[config.mk]
export PLATFORM = sky130hd
export DESIGN_NAME = ipv4_header_checker_top
export DESIGN_NICKNAME = d
export VERILOG_FILES = /design/src/hdl/ihc_pkg.sv /design/src/hdl/ihc_parser.sv /design/src/hdl/ihc_queue.sv /design/src/hdl/ihc_verdict.sv /design/src/hdl/ipv4_header_checker_top.sv
export SDC_FILE = /design/constraint.sdc
export NUM_CORES = 1
export LEC_CHECK = 0
export ABC_AREA = 1
export BUFFER_PORTS_ARGS = -buffer_cell sky130_fd_sc_hd__clkbuf_2
export CAP_MARGIN = 10
export CORE_MARGIN = 5
export CORE_UTILIZATION = 40
export CTS_BUF_LIST = sky130_fd_sc_hd__clkbuf_16
export DETAILED_ROUTE_END_ITERATION = 10
export SYNTH_ARGS = -nofsm -noshare
export SYNTH_HDL_FRONTEND = slang
export SYNTH_SLANG_ARGS = --single-unit
[constraint.sdc]
create_clock -name clock -period 7.11 [get_ports clock]
set_clock_uncertainty 0.1 [all_clocks]
set_input_delay 0.711 -clock clock [delete_from_list [all_inputs] [get_ports clock]]
set_output_delay 0.711 -clock clock [all_outputs]
set_load 0.02 [all_outputs]
[src/hdl/ihc_pkg.sv]
// Shared types and constants of the IPv4 header checker.
// No dependencies; imported by every module of the block.
package ihc_pkg;

   typedef struct packed {
      logic [7:0] data_byte;
      logic       last_byte;
   } req_payload_type;

   typedef struct packed {
      logic [2:0]  verdict;
      logic [1:0]  proto_class;
      logic [31:0] source_address;
      logic [5:0]  header_bytes;
      logic [15:0] payload_bytes;
      logic        was_broadcast;
   } rsp_payload_type;

   // per-packet summary handed from the parser to the verdict stage
   typedef struct packed {
      logic [3:0]  version;
      logic [5:0]  header_len;
      logic [15:0] sum;
      logic [7:0]  protocol;
      logic [31:0] source;
      logic [31:0] dest;
      logic [15:0] length;
   } pkt_summary_type;

   localparam logic [2:0] VERDICT_DELIVER  = 3'd0;
   localparam logic [2:0] VERDICT_SHORT    = 3'd1;
   localparam logic [2:0] VERDICT_VERSION  = 3'd2;
   localparam logic [2:0] VERDICT_HDR_LEN  = 3'd3;
   localparam logic [2:0] VERDICT_CHECKSUM = 3'd4;
   localparam logic [2:0] VERDICT_NOT_OURS = 3'd5;
   localparam logic [2:0] VERDICT_PROTO    = 3'd6;

   localparam logic [1:0] CLASS_ICMP  = 2'd0;
   localparam logic [1:0] CLASS_UDP   = 2'd1;
   localparam logic [1:0] CLASS_TCP   = 2'd2;
   localparam logic [1:0] CLASS_OTHER = 2'd3;

   localparam logic [7:0] PROTO_ICMP = 8'd1;
   localparam logic [7:0] PROTO_TCP  = 8'd6;
   localparam logic [7:0] PROTO_UDP  = 8'd17;

   localparam logic [5:0]  MIN_HEADER_BYTES = 6'd20;
   localparam logic [3:0]  IPV4_VERSION     = 4'd4;
   localparam logic [31:0] BROADCAST_ADDR   = 32'hFFFF_FFFF;
   localparam logic [15:0] CHECKSUM_GOOD    = 16'hFFFF;
   localparam logic [15:0] COUNT_MAX        = 16'hFFFF;

   // header byte offsets
   localparam logic [15:0] OFS_PROTOCOL = 16'd9;
   localparam logic [15:0] OFS_SRC_LO   = 16'd12;
   localparam logic [15:0] OFS_SRC_HI   = 16'd15;
   localparam logic [15:0] OFS_DST_LO   = 16'd16;
   localparam logic [15:0] OFS_DST_HI   = 16'd19;

endpackage

[src/hdl/ihc_parser.sv]
// Front end: takes packet beats, captures header fields and the checksum.
// Depends on ihc_pkg. Emits one summary per packet on the last beat.
module ihc_parser (
   input  logic                     clock,
   input  logic                     reset,
   input  logic                     beat_accept,
   input  ihc_pkg::req_payload_type beat,
   output logic                     sum_push,
   output ihc_pkg::pkt_summary_type sum_data
);
   import ihc_pkg::*;

   logic [15:0] count_ff, count_in;
   logic [5:0]  hlen_ff, hlen_in;
   logic [15:0] sum_ff, sum_in;
   logic [7:0]  hold_ff, hold_in;
   logic [3:0]  ver_ff, ver_in;
   logic [7:0]  proto_ff, proto_in;
   logic [31:0] src_ff, src_in;
   logic [31:0] dst_ff, dst_in;
   logic [16:0] wide_sum;
   logic [7:0]  b;

   always_comb begin
      b        = beat.data_byte;
      ver_in   = ver_ff;
      hlen_in  = hlen_ff;
      sum_in   = sum_ff;
      hold_in  = hold_ff;
      proto_in = proto_ff;
      src_in   = src_ff;
      dst_in   = dst_ff;
      wide_sum = {1'b0, sum_ff} + {1'b0, hold_ff, b};
      if (count_ff == 16'd0) begin
         ver_in  = b[7:4];
         hlen_in = {b[3:0], 2'b00};
      end
      if (count_ff < {10'd0, hlen_in}) begin
         if (!count_ff[0]) begin
            hold_in = b;
         end else begin
            sum_in = wide_sum[15:0] + {15'd0, wide_sum[16]};
         end
      end
      if (count_ff == OFS_PROTOCOL) begin
         proto_in = b;
      end
      if (count_ff >= OFS_SRC_LO && count_ff <= OFS_SRC_HI) begin
         src_in = {src_ff[23:0], b};
      end
      if (count_ff >= OFS_DST_LO && count_ff <= OFS_DST_HI) begin
         dst_in = {dst_ff[23:0], b};
      end
      count_in = (count_ff != COUNT_MAX) ? count_ff + 16'd1 : count_ff;

      sum_push            = beat_accept && beat.last_byte;
      sum_data.version    = ver_in;
      sum_data.header_len = hlen_in;
      sum_data.sum        = sum_in;
      sum_data.protocol   = proto_in;
      sum_data.source     = src_in;
      sum_data.dest       = dst_in;
      sum_data.length     = count_in;
   end

   always_ff @(posedge clock) begin
      if (reset || sum_push) begin
         count_ff <= '0;
         hlen_ff  <= '0;
         sum_ff   <= '0;
         hold_ff  <= '0;
         ver_ff   <= '0;
         proto_ff <= '0;
         src_ff   <= '0;
         dst_ff   <= '0;
      end else if (beat_accept) begin
         count_ff <= count_in;
         hlen_ff  <= hlen_in;
         sum_ff   <= sum_in;
         hold_ff  <= hold_in;
         ver_ff   <= ver_in;
         proto_ff <= proto_in;
         src_ff   <= src_in;
         dst_ff   <= dst_in;
      end
   end

endmodule

[src/hdl/ihc_queue.sv]
// Small summary queue between the parser and the verdict stage.
// Depends on ihc_pkg for the summary record type.
module ihc_queue #(
   parameter int DEPTH = 2
) (
   input  logic                     clock,
   input  logic                     reset,
   input  logic                     push,
   input  ihc_pkg::pkt_summary_type push_data,
   output logic                     full,
   input  logic                     pop,
   output logic                     pop_valid,
   output ihc_pkg::pkt_summary_type pop_data
);
   import ihc_pkg::*;

   localparam int PTR_W = (DEPTH > 1) ? $clog2(DEPTH) : 1;
   localparam int CNT_W = $clog2(DEPTH + 1);
   localparam logic [PTR_W-1:0] LAST_PTR = PTR_W'(DEPTH - 1);
   localparam logic [CNT_W-1:0] FULL_CNT = CNT_W'(DEPTH);

   pkt_summary_type  entry_ff [DEPTH];
   logic [PTR_W-1:0] wr_ptr_ff, wr_ptr_in;
   logic [PTR_W-1:0] rd_ptr_ff, rd_ptr_in;
   logic [CNT_W-1:0] count_ff, count_in;
   logic             do_push, do_pop;

   always_comb begin
      full      = (count_ff == FULL_CNT);
      pop_valid = (count_ff != '0);
      pop_data  = entry_ff[rd_ptr_ff];
      do_push   = push && !full;
      do_pop    = pop && pop_valid;
      wr_ptr_in = wr_ptr_ff;
      rd_ptr_in = rd_ptr_ff;
      count_in  = count_ff;
      if (do_push) begin
         wr_ptr_in = (wr_ptr_ff == LAST_PTR) ? '0 : wr_ptr_ff + 1'b1;
      end
      if (do_pop) begin
         rd_ptr_in = (rd_ptr_ff == LAST_PTR) ? '0 : rd_ptr_ff + 1'b1;
      end
      if (do_push && !do_pop) begin
         count_in = count_ff + 1'b1;
      end else if (do_pop && !do_push) begin
         count_in = count_ff - 1'b1;
      end
   end

   always_ff @(posedge clock) begin
      if (reset) begin
         wr_ptr_ff <= '0;
         rd_ptr_ff <= '0;
         count_ff  <= '0;
      end else begin
         wr_ptr_ff <= wr_ptr_in;
         rd_ptr_ff <= rd_ptr_in;
         count_ff  <= count_in;
      end
   end

   always_ff @(posedge clock) begin
      if (do_push) begin
         entry_ff[wr_ptr_ff] <= push_data;
      end
   end

endmodule

[src/hdl/ihc_verdict.sv]
// Back end: turns a packet summary into the verdict and result fields.
// Depends on ihc_pkg. Holds the result in an output register.
module ihc_verdict (
   input  logic                     clock,
   input  logic                     reset,
   input  logic [31:0]              local_address,
   input  logic                     sum_valid,
   input  ihc_pkg::pkt_summary_type sum_data,
   output logic                     sum_pop,
   output logic                     rsp_valid,
   input  logic                     rsp_ready,
   output ihc_pkg::rsp_payload_type rsp_payload
);
   import ihc_pkg::*;

   logic            valid_ff;
   rsp_payload_type result_ff, result_in;
   logic            bcast;

   always_comb begin
      case (sum_data.protocol)
         PROTO_ICMP: result_in.proto_class = CLASS_ICMP;
         PROTO_UDP:  result_in.proto_class = CLASS_UDP;
         PROTO_TCP:  result_in.proto_class = CLASS_TCP;
         default:    result_in.proto_class = CLASS_OTHER;
      endcase
      bcast = (sum_data.dest == BROADCAST_ADDR);

      if (sum_data.length < {10'd0, MIN_HEADER_BYTES}) begin
         result_in.verdict = VERDICT_SHORT;
      end else if (sum_data.version != IPV4_VERSION) begin
         result_in.verdict = VERDICT_VERSION;
      end else if (sum_data.header_len < MIN_HEADER_BYTES
                   || {10'd0, sum_data.header_len} > sum_data.length) begin
         result_in.verdict = VERDICT_HDR_LEN;
      end else if (sum_data.sum != CHECKSUM_GOOD) begin
         result_in.verdict = VERDICT_CHECKSUM;
      end else if (sum_data.dest != local_address && !bcast) begin
         result_in.verdict = VERDICT_NOT_OURS;
      end else if (result_in.proto_class == CLASS_OTHER) begin
         result_in.verdict = VERDICT_PROTO;
      end else begin
         result_in.verdict = VERDICT_DELIVER;
      end

      result_in.source_address = sum_data.source;
      result_in.header_bytes   = sum_data.header_len;
      result_in.payload_bytes  = (sum_data.length >= {10'd0, sum_data.header_len})
                                 ? sum_data.length - {10'd0, sum_data.header_len} : 16'd0;
      result_in.was_broadcast  = bcast;

      sum_pop     = sum_valid && (!valid_ff || rsp_ready);
      rsp_valid   = valid_ff;
      rsp_payload = result_ff;
   end

   always_ff @(posedge clock) begin
      if (reset) begin
         valid_ff <= 1'b0;
      end else if (sum_pop) begin
         valid_ff <= 1'b1;
      end else if (rsp_ready) begin
         valid_ff <= 1'b0;
      end
   end

   always_ff @(posedge clock) begin
      if (sum_pop) begin
         result_ff <= result_in;
      end
   end

endmodule

[src/hdl/ipv4_header_checker_top.sv]
// IPv4 receive header checker, top level.
// Depends on ihc_pkg, ihc_parser, ihc_queue and ihc_verdict.
//
// Takes one packet byte per cycle with no gaps needed between packets. The
// parser keeps the running header checksum and captured fields; on the last
// beat it pushes a packet summary into a QUEUE_DEPTH-entry queue, and the
// verdict stage turns it into a registered result, offered once the summary
// has passed the queue and the verdict output register. Beats keep flowing
// while results wait; input stalls only once the queue is full. The user must
// write local_address via csr_ only while no packet is in flight; not enforced.
module ipv4_header_checker_top #(
   parameter int QUEUE_DEPTH = 2
) (
   input  logic                     clock,
   input  logic                     reset,
   input  logic                     req_valid,
   output logic                     req_ready,
   input  ihc_pkg::req_payload_type req_payload,
   output logic                     rsp_valid,
   input  logic                     rsp_ready,
   output ihc_pkg::rsp_payload_type rsp_payload,
   input  logic                     csr_write_enable,
   input  logic [31:0]              csr_write_data
);
   import ihc_pkg::*;

   logic [31:0]     local_addr_ff;
   logic            beat_accept;
   logic            sum_push, q_full, q_valid, q_pop;
   pkt_summary_type push_data, pop_data;

   always_ff @(posedge clock) begin
      if (reset) begin
         local_addr_ff <= '0;
      end else if (csr_write_enable) begin
         local_addr_ff <= csr_write_data;
      end
   end

   assign req_ready   = !q_full;
   assign beat_accept = req_valid && req_ready;

   ihc_parser u_parser (
      .clock       (clock),
      .reset       (reset),
      .beat_accept (beat_accept),
      .beat        (req_payload),
      .sum_push    (sum_push),
      .sum_data    (push_data)
   );

   ihc_queue #(
      .DEPTH (QUEUE_DEPTH)
   ) u_queue (
      .clock     (clock),
      .reset     (reset),
      .push      (sum_push),
      .push_data (push_data),
      .full      (q_full),
      .pop       (q_pop),
      .pop_valid (q_valid),
      .pop_data  (pop_data)
   );

   ihc_verdict u_verdict (
      .clock         (clock),
      .reset         (reset),
      .local_address (local_addr_ff),
      .sum_valid     (q_valid),
      .sum_data      (pop_data),
      .sum_pop       (q_pop),
      .rsp_valid     (rsp_valid),
      .rsp_ready     (rsp_ready),
      .rsp_payload   (rsp_payload)
   );

endmodule

# [After elaboration in Yosys (flattened, before gate mapping)]
# Memory sizes are Yosys's and may differ from the RTL's. A register that Yosys moved wholly into a read port is not among the register bits.
# Cells that the tools add are included.
[word_totals] reg_bits=219 out_inout_bits=62 mem_count=1 ramBits=228
[memory_table] memory="u_queue.entry_ff" depth=2 word_bits=114 rd=1 rd_clocked_by_memory_dff=1 wr=1 line_no="ihc_queue.sv:22" rtl="pkt_summary_type entry_ff [DEPTH];"
[classes] addsub=8 bitwise_logic=1 order_cmp=9 mux=24 reduce_logical=24 n_eq_ne=11
[ops] operator="2-to-1 mux 32 bit" count=2
[ops] operator="2-to-1 mux 16 bit" count=3
[ops] operator="== test 32 bit, second input constant" count=1
[ops] operator="inequality test 16 bit, second input constant" count=2
[ops] operator="inequality test 32 bit" count=1
[ops] operator="adder 16 x 16 -> 17 bit" count=1
[ops] operator="adder 16 x 1 -> 16 bit" count=1
[ops] operator="adder 16 x 1 -> 16 bit, second input constant" count=1
[ops] operator="== test 16 x 4 -> 1 bit, second input constant" count=1
[ops] operator="greater-or-equal comparator 16 x 4 -> 1 bit, second input constant" count=1
[ops] operator="greater-or-equal comparator 16 x 5 -> 1 bit, second input constant" count=1
[ops] operator="greater-or-equal comparator 16 x 6 -> 1 bit" count=1
[ops] operator="> comparator 6 x 16 -> 1 bit" count=1
[ops] operator="<= comparator 16 x 4 -> 1 bit, second input constant" count=1
[ops] operator="<= comparator 16 x 5 -> 1 bit, second input constant" count=1
[ops] operator="zero test 16 bit" count=1
[ops] operator="< comparator 16 x 5 -> 1 bit, second input constant" count=1
[ops] operator="< comparator 16 x 6 -> 1 bit" count=1
[ops] operator="subtractor 16 x 6 -> 16 bit" count=1
[ops] operator="logical AND 1 bit" count=10
[ops] operator="2-to-1 mux 3 bit" count=3
[ops] operator="== test 8 x 1 -> 1 bit, second input constant" count=1
[ops] operator="== test 8 x 3 -> 1 bit, second input constant" count=1
[ops] operator="== test 8 x 5 -> 1 bit, second input constant" count=1
[ops] operator="other kinds (18)" count=38

# [Longest topological paths before layout]
[logic_depth] ltp_word=9 mapped_depth=27 depth_no_buf=27

# [Modules after synthesis]
# From an unflattened synthesis, not the netlist that was laid out.
[hier_totals] cells_unflattened=2184 hier_area_um2=21156.5
[modules_own_cells] module="ihc_queue" cells_each=392 instances=1 area_each_um2=8714.6
[modules_own_cells] module="ihc_parser" cells_each=1235 instances=1 area_each_um2=7699.9
[modules_own_cells] module="ihc_verdict" cells_each=351 instances=1 area_each_um2=3392.0
[modules_own_cells] module="ipv4_header_checker_top" cells_each=206 instances=1 area_each_um2=1350.0

# [Worst setup path before layout]
# Ideal clock, no wire load.
[synth_path] kind="input -> register" start="in req_valid" end="mem u_queue.entry_ff[0][0] (netlist name) (enable)" n_path_buf=0 required_time_ns=6.422 setup_time_ns=0.588 setup_slack_ns=0.676 stages=4 arrival_ns=5.746 cell_sequence="nand2_1 inv_2 nand2_1 nor2_1"
[synth_via] elab_chain_cells=5
[synth_rtl] element="start, declared" line_no="ipv4_header_checker_top.sv:16" rtl="input logic req_valid,"
[synth_rtl] element="logical AND 1 bit" line_no="ipv4_header_checker_top.sv:41" rtl="assign beat_accept = req_valid && req_ready;"
[synth_rtl] element="logical AND 1 bit" line_no="ihc_parser.sv:56" rtl="sum_push = beat_accept && beat.last_byte;"
[synth_rtl] element="logical AND 1 bit" line_no="ihc_queue.sv:32" rtl="do_push = push && !full;"
[synth_rtl] element="2-to-1 mux 1 bit" line_no="ihc_queue.sv:63" rtl="if (do_push) begin"
[synth_rtl] element="2-to-1 mux 1 bit (implied by the code)" line_no="ihc_queue.sv:64" rtl="entry_ff[wr_ptr_ff] <= push_data;"
[synth_rtl] element="end, declared" line_no="ihc_queue.sv:22"
# No other way between the ends.

==> impl_metrics.yaml <==
sta:
  fin_ws_ns: 3.13
  hold_violations: 0
  setup_violations: 0
  post-route-period-util_pct: 56.0
  maxSlewViolCount: 0
  min_period_ns: 3.98
  clock.fmax_ghz: 0.251
  fin_tns_setup_ns: 0
  worst_pin_slew_ns: 1.16
  max_slew_margin_pct: 22.7
  rsz0062_at_grt: "false"
placement:
  io_buffers: 107
  dp_slack_ns: 3.01
  gp_congestion: 0.883
  post-dp-hpwl_mm: 31.6
synthesis:
  yosys_most_used_dff: "edfxtp_1"
  ys_types: 52
  synth_seq_cells: 448
  synth_compound_area_share_pct: 9.82
  seq_area_frac_synth_pct: 58.7
  synth_simple_gate_area_share_pct: 19.1
  netlist_instances: 2249
  syn_nets: 2330
  synth_adder_area_share_pct: 2.24
  async_flop_share_pct: 0
  synth_xor_area_share_pct: 1.95
  yosysWarnings: 0
  muxShareOfSynthArea_pct: 0.644
  synth_area_um2: 20200
  avgSynthCellArea_um2: 8.98
  synth_edf_count: 288
  synth_top_family_by_area: "simple AND/OR/NAND/NOR gates"
layout:
  area_delta_synth_final_pct: 13.6
  num_antenna_cells: 0
  multi_input_area_um2: 6850
  fillCellCount: 4806
  final-seq-area_um2: 11900
  final_common_cell: "nand2_1"
  layout.cells.most_common_list: "nand2_1 (535), inv_1 (304), edfxtp_1 (288)"
  final_nets: 2413
  drive_above_1_share_pct: 10.1
setup_path:
  critPathMaxStageDelay_ns: 0.76
  reg2regPathDepth: 15
  startpoint_type: "flop"
  critical_path_class: "flop to flop"
  cp_common_cell: "o21ai_0"
  path_max_fanout: 51
  path_buf_inv: 3
  cp_cell_sequence: "inv_2 -> buf_4 -> or2_2 -> o21ai_0 -> ha_1 -> a21oi_1 -> o21ai_0 -> a31oi_1 -> o21ai_0 -> nor2_1 -> nand2_1 -> nor2_2 -> inv_2 -> o21ai_0 -> a21oi_1"
  worstPathRequired_ns: 7.31
  regToRegSetupSlack_ns: 3.13
  slowest_stage: "dfxtp_4"
  worstPathArrival_ns: 4.18
  end_kind: "flop"
  crit_cells: 15
  cpLargestDelayFamily: "compound AO/OA/AOI/OAI gates"
grt:
  gr-total-overflow: 0
  met2_usage_pct: 26.6
  grtUsageTotal_pct: 16.7
  gr-usage-met3_pct: 3.24
  grt_max_degree: 110
  grt_first_pass_wirelength_mm: 75.8
  grtUsageMet1_pct: 23.7
  antenna_found_initial: 0
  busiest_layer: "met2"
  grt_pass1_vias: 14100
pwr:
  peakVddDrop_uv: 186
  power_density_nw_per_um2: 367
  comb_power_share_pct: 27.3
  seq_power_share_pct: 42.3
  p_int_uw: 5580
  p_leak_uw: 0.0103
  clkPwrFrac_pct: 30.4
  power_switching_uw: 2840
  p_sw_share_pct: 33.7
cts:
  post-cts-setup-buffer-count: 0
  numCtsBuffers: 47
  cts-root-buf: "clkbuf_16"
  clkLatencyLatePin_ns: 0.57
  cts-htree-levels: 2
  cts_tree: "built"
  clockBufferDepth: 3
  clk_pin_slew_ns: 0.06
  clock-sinks: 448
  cts_resized: 0
  ctsHoldBuffers: 0
die:
  ios: 108
  start_util_pct: 40.3
  dieArea_um2: 55100
  coreArea_um2: 50100
  num_rows: 82
  fp.dieH_um: 235
  die_x_um: 235
routing:
  ant_nets: 0
  first_iter_violations: 1095
  drc_errors: 0
  dr.pass1.iters: 5
  viasPerCell: 4.91
  post_drt_wl_per_cell_um: 15.5
  vias: 14900
  routed_wl_mm: 47.1
min_path:
  hold_depth: 2
  hold_start: "reset"
  hp-class: "input pin to flop"
run:
  drv_cap: 0
run_status:
  status: "complete, no violations"
[Yosys cell counts (7+ instances only)]
master,number,share of area [%]
nand2_1,537,10
inv_1,294,5.5
edfxtp_1,288,43
nor2_1,236,4.4
o21ai_0,206,5.1
dfxtp_1,160,16
a21oi_1,142,3.5
nand3_1,72,1.8
clkbuf_1,54,1.0
ha_1,33,2.0
xor2_1,30,1.3
nand4_1,28,0.87
nor3_1,22,0.55
xnor2_1,15,0.65
buf_2,14,0.35
or2_2,14,0.43
mux2i_1,13,0.64
buf_1,9,0.17
o21ai_1,9,0.22
inv_2,8,0.15
buf_6,7,0.39
[worst register-to-register path, stage by stage (launching register included)]
cell     delay [ns]
dfxtp_4        0.76
inv_2          0.13
buf_4          0.30
or2_2          0.35
o21ai_0        0.15
ha_1           0.34
a21oi_1        0.15
o21ai_0        0.16
a31oi_1        0.16
o21ai_0        0.18
nor2_1         0.21
nand2_1        0.11
nor2_2         0.26
inv_2          0.19
o21ai_0        0.11
a21oi_1        0.05
[layout make-up]
class / count / share of cell area, %
flip-flops and latches: 448 / 51.7
multi-input cells: 1413 / 29.9
clock buffers: 50 / 5.45
inverters: 302 / 4.94
well taps: 672 / 3.66
repair buffers: 120 / 2.76
clock inverters: 37 / 1.66
[metrics by stage]
stage	util [%]	cell area [um2]	hold slack [ns]	std cells	total power, uW
after floorplan	-	20200	0.325	2249	5260
after global placement	42.6	21300	0.332	2955	5880
after detailed placement	42.6	21300	0.336	2955	5930
after CTS	45.8	23000	0.197	3042	8510
after global routing	45.8	23000	0.214	3042	8950
final	45.8	23000	0.234	3042	8410
[sequential cells by signal (all words and copies together) (netlist names), named ones only]
name / flops
u_parser.src_ff: 32
u_queue.count_ff: 2
u_parser.count_ff: 16
u_parser.dst_ff: 32
u_verdict.rsp_payload: 60
u_queue.wr_ptr_ff: 1
u_parser.sum_ff: 16
u_verdict.rsp_valid: 1
u_parser.proto_ff: 8
u_parser.hold_ff: 8
u_queue.rd_ptr_ff: 1
u_parser.hlen_ff: 6
local_addr_ff: 32
u_parser.ver_ff: 4
u_queue.entry_ff: 228
[logic make-up after synthesis]
logic type / count (synthesis)
AO/OA/AOI/OAI: 382
XOR/XNOR: 45
adder cells (fa/ha/maj): 35
buffers and inverters: 388
flip-flops: 448
multiplexers: 13
AND/OR/NAND/NOR: 938
[per-layer routing]
layer	routed length, um	up-vias
met4	994	0
met5	0	-
met2	21100	376
met1	22400	6957
met3	2630	77
li1	-	7522
[worst paths after layout]
path | to
max | u_verdict.rsp_payload[11]
min | u_verdict.rsp_valid
max reg2reg | u_verdict.rsp_payload[11]
min reg2reg | flop
[power groups by stage]
stage          combinational [uW]  sequential (uW)  clock (uW)
2_1_floorplan                1500             3760           0
3_3_place_gp                 2280             3610           0
3_5_place_dp                 2310             3620           0
4_1_cts                      2320             3570        2630
5_1_grt                      2600             3610        2740
6_report                     2290             3560        2560
Power figures use the tool's default switching activity.
